<file path="config.mk">
export PLATFORM = sky130hd
export DESIGN_NAME = url_percent_codec
export DESIGN_NICKNAME = d
export VERILOG_FILES = /design/src/rtl/core/urlpc_pkg.sv /design/src/rtl/core/urlpc_front.sv /design/src/rtl/core/urlpc_fifo.sv /design/src/rtl/core/urlpc_back.sv /design/src/rtl/core/url_percent_codec.sv
export SDC_FILE = /design/constraint.sdc
export NUM_CORES = 1
export LEC_CHECK = 0
export CAP_MARGIN = 0
export CORE_ASPECT_RATIO = 0.5
export CORE_MARGIN = 1
export CORE_UTILIZATION = 62
export DETAILED_ROUTE_END_ITERATION = 10
export DONT_BUFFER_PORTS = 1
export PLACE_DENSITY_LB_ADDON = 0.25
export SYNTH_ARGS = -nofsm -noshare
export SYNTH_HDL_FRONTEND = slang
export SYNTH_SLANG_ARGS = --single-unit
</file>
<file path="constraint.sdc">
create_clock -name clock -period 4.8 [get_ports clock]
set_clock_uncertainty 0.05 [all_clocks]
set_input_delay 0.24 -clock clock [delete_from_list [all_inputs] [get_ports clock]]
set_output_delay 0.24 -clock clock [all_outputs]
set_load 0.05 [all_outputs]
</file>
<file path="src/rtl/core/urlpc_pkg.sv">
// Shared types, character constants and character-class functions for the
// URL percent codec. Used by every module in rtl/core but the checker; depends on nothing.
`default_nettype none

package urlpc_pkg;

   localparam int unsigned MAX_BEATS = 3;
   localparam int unsigned BEAT_IDX_W = 2;

   localparam logic [7:0] PERCENT_CHAR = 8'h25;

   localparam logic DIR_ENCODE = 1'b0;
   localparam logic DIR_DECODE = 1'b1;

   // One classified input: up to three output bytes, first byte in slot 0.
   typedef struct packed {
      logic [MAX_BEATS-1:0][7:0] data;
      logic [BEAT_IDX_W-1:0]     count;
      logic                      text_end;
   } job_type;

   function automatic logic is_reserved(input logic [7:0] c);
      logic hit;
      unique case (c)
         8'h20, 8'h21, 8'h22, 8'h23, 8'h24, 8'h25, 8'h26, 8'h27,
         8'h28, 8'h29, 8'h2A, 8'h2B, 8'h2C, 8'h2F, 8'h3A, 8'h3B,
         8'h3D, 8'h3F, 8'h40, 8'h5B, 8'h5D: hit = 1'b1;
         default:                           hit = 1'b0;
      endcase
      return hit;
   endfunction

   // Uppercase ASCII hex digit for a nibble.
   function automatic logic [7:0] hex_char(input logic [3:0] nibble);
      logic [7:0] ch;
      if (nibble < 4'd10) begin
         ch = 8'h30 + {4'h0, nibble};
      end else begin
         ch = 8'h37 + {4'h0, nibble};
      end
      return ch;
   endfunction

   // Bit 4 set means the byte is not an uppercase hex digit.
   function automatic logic [4:0] hex_value(input logic [7:0] c);
      logic [4:0] v;
      if (c >= 8'h30 && c <= 8'h39) begin
         v = {1'b0, c[3:0]};
      end else if (c >= 8'h41 && c <= 8'h46) begin
         v = {1'b0, c[3:0] + 4'd9};
      end else begin
         v = 5'h10;
      end
      return v;
   endfunction

endpackage

`default_nettype wire

</file>
<file path="src/rtl/core/urlpc_front.sv">
// Front end of the URL percent codec: takes input beats, tracks the decode
// phase and turns each beat into a job of zero to three bytes. Uses urlpc_pkg.
`default_nettype none

module urlpc_front (
   input  wire logic             clock,
   input  wire logic             reset,
   input  wire logic             csr_wr_en,
   input  wire logic             csr_wr_data,
   input  wire logic             req_valid,
   output logic                  req_ready,
   input  wire logic [7:0]       req_text_byte,
   input  wire logic             req_text_end,
   output logic                  push_valid,
   input  wire logic             push_ready,
   output urlpc_pkg::job_type    push_job
);

   typedef enum logic [1:0] {
      PH_IDLE  = 2'd0,
      PH_PCT   = 2'd1,
      PH_DIGIT = 2'd2
   } phase_type;

   phase_type  phase_ff, phase_in;
   logic       direction_ff;
   logic [7:0] held_ff, held_in;
   logic       accept;
   logic [4:0] hi_val, lo_val;
   logic [7:0] decoded;

   assign hi_val  = urlpc_pkg::hex_value(held_ff);
   assign lo_val  = urlpc_pkg::hex_value(req_text_byte);
   assign decoded = {hi_val[3:0], lo_val[3:0]};

   always_comb begin
      push_job          = '0;
      push_job.text_end = req_text_end;
      phase_in          = phase_ff;
      held_in           = held_ff;
      if (direction_ff == urlpc_pkg::DIR_ENCODE) begin
         if (urlpc_pkg::is_reserved(req_text_byte)) begin
            push_job.data[0] = urlpc_pkg::PERCENT_CHAR;
            push_job.data[1] = urlpc_pkg::hex_char(req_text_byte[7:4]);
            push_job.data[2] = urlpc_pkg::hex_char(req_text_byte[3:0]);
            push_job.count   = 2'd3;
         end else begin
            push_job.data[0] = req_text_byte;
            push_job.count   = 2'd1;
         end
      end else begin
         unique case (phase_ff)
            PH_PCT: begin
               if (req_text_end) begin
                  push_job.data[0] = urlpc_pkg::PERCENT_CHAR;
                  push_job.data[1] = req_text_byte;
                  push_job.count   = 2'd2;
                  phase_in         = PH_IDLE;
               end else begin
                  held_in  = req_text_byte;
                  phase_in = PH_DIGIT;
               end
            end
            PH_DIGIT: begin
               if (!hi_val[4] && !lo_val[4] && urlpc_pkg::is_reserved(decoded)) begin
                  push_job.data[0] = decoded;
                  push_job.count   = 2'd1;
               end else begin
                  push_job.data[0] = urlpc_pkg::PERCENT_CHAR;
                  push_job.data[1] = held_ff;
                  push_job.data[2] = req_text_byte;
                  push_job.count   = 2'd3;
               end
               phase_in = PH_IDLE;
            end
            default: begin
               if (req_text_byte == urlpc_pkg::PERCENT_CHAR && !req_text_end) begin
                  phase_in = PH_PCT;
               end else begin
                  push_job.data[0] = req_text_byte;
                  push_job.count   = 2'd1;
                  phase_in         = PH_IDLE;
               end
            end
         endcase
      end
   end

   // A beat that only gets held produces no job and needs no queue slot,
   // but is still gated by queue space to keep ready simple.
   assign req_ready  = push_ready;
   assign accept     = req_valid && req_ready;
   assign push_valid = req_valid && (push_job.count != 2'd0);

   always_ff @(posedge clock) begin
      if (reset) begin
         direction_ff <= urlpc_pkg::DIR_ENCODE;
         phase_ff     <= PH_IDLE;
         held_ff      <= '0;
      end else if (csr_wr_en) begin
         direction_ff <= csr_wr_data;
         phase_ff     <= PH_IDLE;
         held_ff      <= '0;
      end else if (accept) begin
         phase_ff <= phase_in;
         held_ff  <= held_in;
      end
   end

endmodule

`default_nettype wire

</file>
<file path="src/rtl/core/urlpc_fifo.sv">
// Small job queue between the front and back ends of the URL percent codec.
// Uses urlpc_pkg for the job type.
`default_nettype none

module urlpc_fifo #(
   parameter int unsigned DEPTH = 2
) (
   input  wire logic               clock,
   input  wire logic               reset,
   input  wire logic               push_valid,
   output logic                    push_ready,
   input  wire urlpc_pkg::job_type push_job,
   output logic                    pop_valid,
   input  wire logic               pop_ready,
   output urlpc_pkg::job_type      pop_job
);

   localparam int unsigned PTR_W = (DEPTH > 1) ? $clog2(DEPTH) : 1;
   localparam int unsigned CNT_W = $clog2(DEPTH + 1);
   localparam logic [PTR_W-1:0] LAST_PTR = PTR_W'(DEPTH - 1);
   localparam logic [CNT_W-1:0] FULL_CNT = CNT_W'(DEPTH);

   urlpc_pkg::job_type mem_ff [DEPTH];
   logic [PTR_W-1:0]   wr_ptr_ff, rd_ptr_ff;
   logic [CNT_W-1:0]   count_ff;
   logic               do_push, do_pop;

   assign push_ready = (count_ff != FULL_CNT);
   assign pop_valid  = (count_ff != '0);
   assign pop_job    = mem_ff[rd_ptr_ff];
   assign do_push    = push_valid && push_ready;
   assign do_pop     = pop_valid && pop_ready;

   always_ff @(posedge clock) begin
      if (reset) begin
         wr_ptr_ff <= '0;
         rd_ptr_ff <= '0;
         count_ff  <= '0;
      end else begin
         if (do_push) begin
            wr_ptr_ff <= (wr_ptr_ff == LAST_PTR) ? '0 : wr_ptr_ff + 1'b1;
         end
         if (do_pop) begin
            rd_ptr_ff <= (rd_ptr_ff == LAST_PTR) ? '0 : rd_ptr_ff + 1'b1;
         end
         if (do_push && !do_pop) begin
            count_ff <= count_ff + 1'b1;
         end else if (do_pop && !do_push) begin
            count_ff <= count_ff - 1'b1;
         end
      end
   end

   always_ff @(posedge clock) begin
      if (do_push) begin
         mem_ff[wr_ptr_ff] <= push_job;
      end
   end

endmodule

`default_nettype wire

</file>
<file path="src/rtl/core/urlpc_back.sv">
// Back end of the URL percent codec: holds one job in its output register
// and sends its bytes as result beats. Uses urlpc_pkg for the job type.
`default_nettype none

module urlpc_back (
   input  wire logic                clock,
   input  wire logic                reset,
   input  wire logic                pop_valid,
   output logic                     pop_ready,
   input  wire urlpc_pkg::job_type  pop_job,
   output logic                     rsp_valid,
   input  wire logic                rsp_ready,
   output logic [7:0]               rsp_out_byte,
   output logic                     rsp_out_last,
   output logic                     rsp_out_text_end
);

   urlpc_pkg::job_type                 job_ff;
   logic                               valid_ff;
   logic [urlpc_pkg::BEAT_IDX_W-1:0]   idx_ff;
   logic                               is_last, take;

   assign is_last          = (idx_ff == job_ff.count - 1'b1);
   assign rsp_valid        = valid_ff;
   assign rsp_out_byte     = job_ff.data[idx_ff];
   assign rsp_out_last     = is_last;
   assign rsp_out_text_end = is_last && job_ff.text_end;

   // Load the next job when empty or when the last byte leaves this cycle.
   assign take      = !valid_ff || (rsp_ready && is_last);
   assign pop_ready = take;

   always_ff @(posedge clock) begin
      if (reset) begin
         valid_ff <= 1'b0;
         idx_ff   <= '0;
      end else if (take) begin
         valid_ff <= pop_valid;
         idx_ff   <= '0;
      end else if (rsp_ready) begin
         idx_ff <= idx_ff + 1'b1;
      end
   end

   always_ff @(posedge clock) begin
      if (take && pop_valid) begin
         job_ff <= pop_job;
      end
   end

endmodule

`default_nettype wire

</file>
<file path="src/rtl/core/url_percent_codec.sv">
// Top level of the URL percent codec: front end, job queue and back end.
// Depends on urlpc_pkg, urlpc_front, urlpc_fifo and urlpc_back.
//
// Usage:
//   Text enters one byte per beat on the req_ channel (valid/ready), with
//   req_text_end set on the final byte of a text. Converted bytes leave one
//   per beat on the rsp_ channel; rsp_out_last marks the final byte caused
//   by an input beat and rsp_out_text_end the final byte of the whole text.
//   csr_wr_en with csr_wr_data selects the direction (0 encodes reserved
//   characters as %XX, 1 decodes uppercase %XX codes of reserved characters)
//   and drops any partly received triple. Write it only while the block is idle.
//
// Timing:
//   A beat's job enters the job queue when the beat is accepted and then
//   moves into the output register, from which its first result byte is
//   offered on rsp_. One input beat is taken per cycle while each beat
//   yields at most one byte and the receiver is ready; a three-byte
//   expansion holds the output register until its last byte has left, so
//   the output byte count sets the rate. Beats that are only held ('%' and
//   its first digit) make no job but still need a free queue slot to be taken.
//
// Reset and stalls:
//   Reset (synchronous, active high) selects encoding, empties the job queue
//   and the output register. When the receiver stalls, the current byte
//   holds, the queue of QUEUE_DEPTH jobs fills and req_ready then drops.
`default_nettype none

module url_percent_codec #(
   parameter int unsigned QUEUE_DEPTH = 2
) (
   input  wire logic        clock,
   input  wire logic        reset,
   input  wire logic        csr_wr_en,
   input  wire logic        csr_wr_data,
   input  wire logic        req_valid,
   output logic             req_ready,
   input  wire logic [7:0]  req_text_byte,
   input  wire logic        req_text_end,
   output logic             rsp_valid,
   input  wire logic        rsp_ready,
   output logic [7:0]       rsp_out_byte,
   output logic             rsp_out_last,
   output logic             rsp_out_text_end
);

   urlpc_pkg::job_type push_job, pop_job;
   logic               push_valid, push_ready;
   logic               pop_valid, pop_ready;

   urlpc_front u_front (
      .clock         (clock),
      .reset         (reset),
      .csr_wr_en     (csr_wr_en),
      .csr_wr_data   (csr_wr_data),
      .req_valid     (req_valid),
      .req_ready     (req_ready),
      .req_text_byte (req_text_byte),
      .req_text_end  (req_text_end),
      .push_valid    (push_valid),
      .push_ready    (push_ready),
      .push_job      (push_job)
   );

   urlpc_fifo #(
      .DEPTH (QUEUE_DEPTH)
   ) u_fifo (
      .clock      (clock),
      .reset      (reset),
      .push_valid (push_valid),
      .push_ready (push_ready),
      .push_job   (push_job),
      .pop_valid  (pop_valid),
      .pop_ready  (pop_ready),
      .pop_job    (pop_job)
   );

   urlpc_back u_back (
      .clock            (clock),
      .reset            (reset),
      .pop_valid        (pop_valid),
      .pop_ready        (pop_ready),
      .pop_job          (pop_job),
      .rsp_valid        (rsp_valid),
      .rsp_ready        (rsp_ready),
      .rsp_out_byte     (rsp_out_byte),
      .rsp_out_last     (rsp_out_last),
      .rsp_out_text_end (rsp_out_text_end)
   );

endmodule

`default_nettype wire

</file>
==> key figures <==
Worst setup path
  • Worst Setup End Kind: flop
  • Slowest cell on crit path: o31ai_1
  • Worst R2R End: u_fifo.mem_ff[0][12]$_DFFE_PP_
  • CP Launch Type: flop
  • Worst reg2reg setup slack: 1.58 ns
  • Required @ worst endpoint: 4.82 ns
  • R2r startpoint: u_front.held_ff[0]$_SDFFE_PP0P_
  • Worst EP arrival: 3.24 ns
  • Critical path class: reg -> reg
  • Crit path max fanout: 6
  • Register-to-Register Path Depth: 9
  • Critical-path cell list: inv_1 -> ha_1 -> nor2b_1 -> a2111oi_4 -> mux2i_1 -> o311a_1 -> o2111a_1 -> and2_1 -> o31ai_1
  • CP peak stage delay: 0.54 ns

Die
  • Initial core utilization: 66.6%
  • Rows: 22
  • Die Wd: ~130 um
  • Die height: around 66 um
  • DIE AREA: 8550 um2
  • Core area: between 7000 and 8000 um2
  • Io pins: 27

STA
  • Final TNS setup: 0 ns
  • Hold Vio Cnt, Final: 0
  • Max-slew violations: 0
  • Unrepaired setup endpoints after global routing: no
  • Slew HR: approximately 16%
  • Post-layout min period: 3.22 ns
  • F_max: between 300 and 400 MHz
  • Worst-Margin Slew: 1.26 ns
  • Final setup fails: 0
  • Crit share post-route: 67.0%

Clock tree
  • Clk pin slew, worst setup/hold paths: about 0.07 ns
  • Total CTS buffers: 9
  • Clock Sinks: 99
  • Clock Tree Buf Depth: 2
  • CTS resizes: 0
  • Clk_lat worst skew: 0.35 ns
  • H-tree lvl count: 3
  • Root buf cell: clkbuf_16
  • CTS tree: yes
  • Post-CTS setup repair buffer count: 0

Placed design
  • IO Port Bufs: 0
  • Final HPWL DP: 7820 um
  • Routability cong.: 1.07
  • Placed Area: just over 5000 um2

Logic synthesis
  • Synth area leaders: edfxtp_1, dfxtp_1, mux2_2, ha_1, nand2_1
  • Asr flop ratio synth: 0%
  • Post-synthesis sequential area ratio: between 50% and 60%
  • Yosys warnings: 0
  • Leading area contributor after synthesis: edfxtp_1
  • Synth Register Bits: 99
  • Synth cell types: 64
  • Synth top area share: 48.1%
  • Synth Cell Area: 5060 um2
  • Syn Inst Count: 434
  • Synth Flop Type: edfxtp_1
  • Syn nets: 463
  • Number of flops mapped to enable cells by yosys: 81
  • Syn avg cell area: 11.7 um2

Layout
  • Post-route cell area: 5500 um2
  • Fillcell total: 514
  • Area occupied by multi-input gates: 2120 um2
  • Layout cells sized above 1: ~14%
  • Synth-to-layout area growth: 8.76%
  • NumNets Final: 461
  • Register area: 2790 um2

Pwr
  • Peak supply drop: 328 uV
  • Lkg Pwr: 1.85 nW
  • PwrDens: 476 nW/um2

Global routing
  • Pin count of the biggest net entering global routing: 29
  • First-pass GRT wire length: 17900 um
  • Total global routing overflow: 0
  • Vias in the first global route: about 3400
  • Initial antenna violation count: 0
  • Total GRT Usage: 29.5%

Min path
  • Min-Delay Path Depth: 2
  • HP Start: rsp_ready
  • Worst Hold Endpoint: u_back.idx_ff[0]$_SDFFE_PP0P_
  • Worst Hold Class: in -> reg

Drt
  • Detail Route Antenna Nets: 0
  • Post-DR wirelength/cell: 20.9 um
  • Via count: about 3500
  • Vias/cell: 6.48
  • DR DRC count: 0
  • WL final: 11500 um
  • Drt pass-1 iters: 6
  • Initial DRC count: 411

Job
  • MaxCap Viol Count: 0

Run status
  • Outcome: completed
[registers in the layout (all words and copies together), names as in the netlist]
name	flops
u_fifo.wr_ptr_ff	1
u_front.held_ff	8
u_back.rsp_valid	1
u_fifo.mem_ff	54
u_front.direction_ff	1
u_front.phase_ff	2
u_back.idx_ff	2
u_fifo.rd_ptr_ff	1
u_back.job_ff	27
u_fifo.count_ff	2
[cell usage after synthesis (5+ instances only)]
master / instances
edfxtp_1: 81
nand2_1: 37
nor2_1: 34
mux2_2: 28
o21ai_0: 25
a21oi_1: 19
clkbuf_1: 18
dfxtp_1: 18
inv_1: 16
ha_1: 14
mux2i_1: 13
nor3_1: 9
and2_1: 8
nand2b_1: 7
nand3_1: 7
a22o_1: 6
nor2b_1: 6
a22oi_1: 5
o21ai_1: 5
xor2_1: 5
[critical path, delay by kind of cell (launching register included)]
| family | cells | cell delay [ns] |
|---|---|---|
| compound gates | 4 | 1.54 |
| flops | 1 | 0.40 |
| simple gates | 2 | 0.37 |
| fa+ha+maj | 1 | 0.24 |
| mux | 1 | 0.20 |
| buf+inv | 1 | 0.13 |
[metrics by stage]
step | instances | worst slack (ns) | hold slack (ns) | util [%] | total power [mW]
floorplan | 434 | 1.45 | 0.289 | - | 1.76
global placement | 523 | 1.75 | 0.261 | 67.6 | 1.89
detailed placement | 523 | 1.57 | 0.262 | 67.6 | 1.90
CTS | 545 | 1.65 | 0.00108 | 72.3 | 2.63
global route | 545 | 1.47 | 0.0244 | 72.3 | 2.71
finish | 547 | 1.58 | 0.0234 | 72.4 | 2.62
[cells in the final DEF (no fill, tap or decap), types with 9 or more instances in the layout]
cell type / instances
ha_1: 14
mux2i_1: 13
nor2_1: 34
o21ai_1: 14
inv_1: 16
nand2_1: 37
a21oi_1: 19
clkbuf_16: 9
nor3_1: 9
edfxtp_1: 81
mux2_2: 28
o21ai_0: 16
dfxtp_1: 18
[cell type report]
cell class / count / share of cell area, %
Tap cell: 108 / 2.46
Sequential cell: 99 / 50.8
Clock buffer: 9 / 4.09
Clock inverter: 7 / 1.41
Timing Repair Buffer: 9 / 1.50
Antenna cell: 2 / 0.0910
Multi-Input combinational cell: 297 / 38.6
Inverter: 16 / 1.09
[repair_timing]
action                                 4_1_cts  5_1_grt
endpoints found under the hold margin       12        0
setup endpoints to repair                    0        0
hold buffers                                 6        0
[layer usage]
metal / vias to the layer above / routed length (um) / GRT usage [%]
li1: 1622 / - / -
met1: 1698 / 5230 / 41.5
met4: 0 / 263 / 11.9
met5: - / 0 / 0
met3: 26 / 1010 / 7.69
met2: 201 / 4950 / 44.0
[where the power goes]
part	total (mW)	internal, mW	switching (mW)
registers	1.29	1.18	0.112
clock network	0.714	0.372	0.342
logic	0.609	0.192	0.416
total	2.62	1.75	0.870
[how the worst max path moves through the flow]
stage                                           from                        endpoint  depth (start not counted)
floorplan           u_front.phase_ff[0]$_SDFFE_PP0P_   u_fifo.mem_ff[0][0]$_DFFE_PP_                          8
global placement                    req_text_byte[0]  u_fifo.mem_ff[0][12]$_DFFE_PP_                         10
detailed placement                  req_text_byte[0]  u_fifo.mem_ff[1][12]$_DFFE_PP_                         10
CTS                  u_front.held_ff[0]$_SDFFE_PP0P_  u_fifo.mem_ff[0][12]$_DFFE_PP_                          9
global route         u_front.held_ff[1]$_SDFFE_PP0P_   u_fifo.mem_ff[0][6]$_DFFE_PP_                         10
finish               u_front.held_ff[0]$_SDFFE_PP0P_  u_fifo.mem_ff[0][12]$_DFFE_PP_                          9
[cell families (layout without fill, tap and decap cells)]
kind of cell | count (synthesis) | count (layout) | synth area share, %
flip-flops | 99 | 99 | 55.2
buffers and inverters | 38 | 41 | 2.87
XOR/XNOR | 9 | 9 | 1.56
other | 0 | 2 | 0
adder cells (fa/ha/maj) | 14 | 14 | 3.46
AND/OR/NAND/NOR | 131 | 131 | 13.0
AO/OA/AOI/OAI | 102 | 102 | 15.1
multiplexers | 41 | 41 | 8.81
No activity file was read; power rests on OpenSTA's default activity.
